File: config.mk
export PLATFORM = sky130hd
export DESIGN_NAME = gdc_div
export DESIGN_NICKNAME = d
export VERILOG_FILES = /design/src/gdc_pkg.sv /design/src/gdc_div.sv
export SDC_FILE = /design/constraint.sdc
export NUM_CORES = 1
export LEC_CHECK = 0
export BUFFER_PORTS_ARGS = -buffer_cell sky130_fd_sc_hd__buf_2
export CAP_MARGIN = 10
export CORE_ASPECT_RATIO = 0.8
export CORE_MARGIN = 3
export CORE_UTILIZATION = 25
export DETAILED_ROUTE_END_ITERATION = 8
export PLACE_DENSITY_LB_ADDON = 0.15
export SYNTH_ARGS = -nofsm -noshare
export SYNTH_HDL_FRONTEND = slang
export SYNTH_SLANG_ARGS = --single-unit
File: constraint.sdc
create_clock -name clk_i -period 2.7 [get_ports clk_i]
set_input_delay 0.135 -clock clk_i [delete_from_list [all_inputs] [get_ports clk_i]]
set_output_delay 0.135 -clock clk_i [all_outputs]
set_load 0.03 [all_outputs]
File: src/gdc_pkg.sv
package gdc_pkg;

  localparam int unsigned MAP_DIM       = 64;
  localparam int unsigned SCREEN_HEIGHT = 480;
  localparam int unsigned FRAC_BITS     = 16;
  localparam int unsigned MAX_STEPS     = 128;

  localparam int unsigned CELL_W = $clog2(MAP_DIM);
  localparam int unsigned ADDR_W = 2 * CELL_W;
  localparam int unsigned CNT_W  = $clog2(MAX_STEPS + 1);

  // shared divider: widest dividend is (num << FRAC_BITS), widest divisor is perp
  localparam int unsigned DVD_W = 40;
  localparam int unsigned DVS_W = 24;

  localparam logic [23:0] PERP_MAX   = 24'hFFFFFF;
  localparam logic [15:0] HEIGHT_MAX = 16'hFFFF;
  localparam logic [15:0] HALF_SCR   = 16'(SCREEN_HEIGHT / 2);

  localparam logic [1:0] FACE_EAST  = 2'd0;
  localparam logic [1:0] FACE_WEST  = 2'd1;
  localparam logic [1:0] FACE_SOUTH = 2'd2;
  localparam logic [1:0] FACE_NORTH = 2'd3;

  localparam logic KIND_WRITE = 1'b0;
  localparam logic KIND_CAST  = 1'b1;

endpackage

File: src/gdc_div.sv
module gdc_div (
  input  logic                       clk_i,
  input  logic                       rst_ni,
  input  logic                       start_i,
  input  logic [gdc_pkg::DVD_W-1:0]  dividend_i,
  input  logic [gdc_pkg::DVS_W-1:0]  divisor_i,
  output logic                       busy_o,
  output logic                       done_o,
  output logic [gdc_pkg::DVD_W-1:0]  quot_o
);

  localparam int unsigned IterW = $clog2(gdc_pkg::DVD_W + 1);

  logic [gdc_pkg::DVD_W-1:0] q_q;
  logic [gdc_pkg::DVS_W-1:0] rem_q;
  logic [gdc_pkg::DVS_W-1:0] dvs_q;
  logic [IterW-1:0]          iter_q;
  logic                      busy_q;
  logic                      done_q;
  logic [gdc_pkg::DVS_W:0]   trial;
  logic                      fits;

  // one quotient bit per cycle, restoring
  assign trial = {rem_q, q_q[gdc_pkg::DVD_W-1]};
  assign fits  = trial >= {1'b0, dvs_q};

  always_ff @(posedge clk_i or negedge rst_ni) begin
    if (!rst_ni) begin
      busy_q <= 1'b0;
      done_q <= 1'b0;
      iter_q <= '0;
      q_q    <= '0;
      rem_q  <= '0;
      dvs_q  <= '0;
    end else begin
      done_q <= 1'b0;
      if (start_i && !busy_q) begin
        busy_q <= 1'b1;
        q_q    <= dividend_i;
        dvs_q  <= divisor_i;
        rem_q  <= '0;
        iter_q <= '0;
      end else if (busy_q) begin
        rem_q  <= fits ? gdc_pkg::DVS_W'(trial - {1'b0, dvs_q}) : trial[gdc_pkg::DVS_W-1:0];
        q_q    <= {q_q[gdc_pkg::DVD_W-2:0], fits};
        iter_q <= iter_q + 1'b1;
        if (iter_q == IterW'(gdc_pkg::DVD_W - 1)) begin
          busy_q <= 1'b0;
          done_q <= 1'b1;
        end
      end
    end
  end

  assign busy_o = busy_q;
  assign done_o = done_q;
  assign quot_o = q_q;

endmodule

==> flow_summary.json <==
{
  "run_status": "finished clean",
  "hp-class": "in2reg",
  "slew-limit-headroom_pct": 53.1,
  "syn-cell-area_um2": 5450,
  "clk_pin_slew_ns": 0.08,
  "antenna_found_initial": 0,
  "ys.flop_type": "dfrtp_1",
  "finalMaxSlewViolations": 0,
  "path_depth": 11,
  "die_h_um": 138,
  "yosysSeqAreaShare_pct": 44.1,
  "crit_buf_inv": 2,
  "routed_wl_um": 15100,
  "wire_per_inst_um": 15.1,
  "cp_data_required_time_ns": 2.93,
  "tns_ns": 0,
  "cellPowerDensity_nw_per_um2": 1660,
  "reg2regPathDepth": 11,
  "drtPass1Iterations": 4,
  "worstPathArrival_ns": 2.87,
  "portBuffers": 108,
  "end_kind": "flip-flop",
  "clock_latency_ns": 0.36,
  "n_antenna_cell": 0,
  "numCtsBuffers": 9,
  "globalplace.congestion": 0.805,
  "dp_cells": 949,
  "critPathTopFamily": "compound AO/OA/AOI/OAI gates",
  "syn_to_final_growth_pct": 32.7,
  "slowest_stage": "dfrtp_1",
  "nets": 817,
  "rows": 47,
  "synth_cells": 566,
  "timing.final.setup_violations": 0,
  "boundaryPins": 109,
  "max_stage_delay_ns": 0.43,
  "grt-ovfl-total": 0,
  "total_power_w": 0.0120,
  "hold_viol_final": 0,
  "yosysMostFrequentCell": "dfrtp_1",
  "clock_path_buffers": 2,
  "synth_commonest_cells": "96 x dfrtp_1, 82 x nand2_1, 73 x o21ai_0, 45 x mux2i_1, 31 x inv_1",
  "syn_nets": 659,
  "vias": 4622,
  "cts_sinks": 96,
  "synth_top_area_share_pct": 44.1,
  "worstSetupPathType": "reg2reg",
  "drive_above_1_share_pct": 27.8,
  "yosysTopAreaCell": "dfrtp_1",
  "synth_seq_cells": 96,
  "maxCapViolCount": 0,
  "cts_tree": "done",
  "drtAntennaViolNets": 0,
  "fill_cells": 2169,
  "grt_first_pass_wirelength_um": 25000,
  "avgViaCountPerCell": 4.63,
  "tightest_slew_ns": 0.703,
  "synth-edff-count": 0,
  "root_buffer": "clkbuf_16",
  "drtIter0Drc": 306,
  "path_cells": "ha_4 > buf_6 > nor2b_4 > o31a_1 > o2111a_1 > a211oi_2 > o21ai_2 > buf_4 > mux2i_1 > o211ai_1 > nand2_1",
  "rsz0062_at_grt": "true",
  "leakagePower_nw": 3.48,
  "grt_pass1_vias": 4659,
  "start_util_pct": 25.9,
  "fin_crit_sh_pct": 97.6,
  "ir_drop_mv": 0.484,
  "whs_path_depth": 2,
  "holdWs_ns": 0.0232,
  "grt_max_degree": 57,
  "die_w_um": 171,
  "cp-start-kind": "flip-flop",
  "route.detailed.drc": 0,
  "syn_area_per_cell_um2": 9.62,
  "fin_cells": 998,
  "yosysUniqueCellTypes": 56,
  "max_freq_ghz": 0.380,
  "fp.coreArea_um2": 21100,
  "synth_warnings": 0,
  "design.die.area_um2": 23600,
  "h-tree-depth": 3,
  "skew_ns": 0.0134,
  "min_period_ns": 2.63,
  "dp_hpwl_um": 11000,
  "grtUsageTotal_pct": 13.0,
  "synth_area_leaders": "dfrtp_1 44%, mux2i_1 8.3%, o21ai_0 6.7%",
  "async_flop_share_pct": 100,
  "critPathMaxFanout": 3
}
cell families (layout without fill, tap and decap cells):
logic type	count (synthesis)	count (layout)	share of synthesized area (%)
DFF	96	96	44.1
adders and majority gates	26	26	6.11
buffers and inverters	62	225	4.43
AOI/OAI and AO/OA	167	167	20.1
and+or+nand+nor	139	139	11.1
xor gates and xnor gates	18	18	2.90
muxes	58	58	11.2
layout make-up:
cell class / instances / area, um2 / area share [%]
clock inverters: 7 / 71.3 / 0.987
repair buffers: 177 / 1150 / 15.9
well taps: 269 / 337 / 4.66
flip-flops and latches: 96 / 2410 / 33.3
inverters: 32 / 120 / 1.66
clock buffers: 9 / 225 / 3.12
multi-input cells: 408 / 2920 / 40.3
flip-flops by register name, indices dropped and copies added, names as in the netlist:
name / cells
quot_o: 40
iter_q: 6
busy_o: 1
dvs_q: 24
done_o: 1
rem_q: 24
placed cells by master (no fill, tap or decap), types with 3 or more instances in the layout:
cell type and n:
a31oi_1 6, mux2i_1 45, xnor2_1 9, a21o_1 9, nand4_1 5, o21a_1 4, nand3_1 9, inv_1 29
mux2_4 4, xor2_1 8, nand2_1 82, a21oi_1 23, dfrtp_1 94, buf_4 43, nor2_1 20, inv_2 3
o21ai_1 6, o21ai_0 73, clkbuf_16 9, mux2_1 7, dlygate4sd3_1 23, a32oi_1 7, a22o_1 15, nor2b_1 3
ha_4 4, ha_1 20, nor3_1 5, o211ai_1 3, buf_2 107
where the power goes:
part	internal, W	total (W)	switching, W
sequential	0.00223	0.00278	0.000548
combinational	0.00372	0.00794	0.00421
clock	0.000653	0.00130	0.000644
total	0.00660	0.0120	0.00541
worst register-to-register path, stage by stage, from the launching register on:
cell and delay [ns]:
dfrtp_1 0.43, ha_4 0.27, buf_6 0.11, nor2b_4 0.11, o31a_1 0.34, o2111a_1 0.28
a211oi_2 0.29, o21ai_2 0.12, buf_4 0.15, mux2i_1 0.11, o211ai_1 0.21, nand2_1 0.09
per-layer routing:
layer	vias to the layer above	global-route usage, %	wire [um]
li1	2319	-	-
met1	2221	18.8	7480
met2	74	19.7	6880
met3	8	3.40	632
met4	0	2.41	125
met5	-	0	0
through the flow:
stage | utilization, % | worst slack (ns) | cell area (um2)
3_5_place_dp | 30.9 | -0.180 | 6500
3_3_place_gp | 30.9 | -0.107 | 6500
5_1_grt | 34.3 | -0.0671 | 7230
4_1_cts | 33.5 | 0.00403 | 7060
6_report | 34.3 | 0.0651 | 7230
2_1_floorplan | - | 0.0687 | 5450
worst paths after layout:
| path | start | to | slack [ns] |
|---|---|---|---|
| worst max-delay path | rem_q[1] | rem_q[22] | 0.07 |
| worst min-delay path | divisor_i[0] | dvs_q[0] | 0.02 |
| worst max register to register | rem_q[1] | rem_q[22] | 0.07 |
| worst min register to register | iter_q[5] | iter_q[5] | 0.48 |
| max in group asynchronous | rst_ni | dvs_q[21] | 1.71 |
| min in group asynchronous | rst_ni | rem_q[18] | 0.31 |
what timing repair did:
action	in CTS	in global routing
gates resized for setup	2	20
pin swaps	1	15
setup endpoints to repair	19	19
buffers inserted	2	8
hold buffers	23	0
hold endpoints to repair	55	0
(Power assumes the default switching activity.)
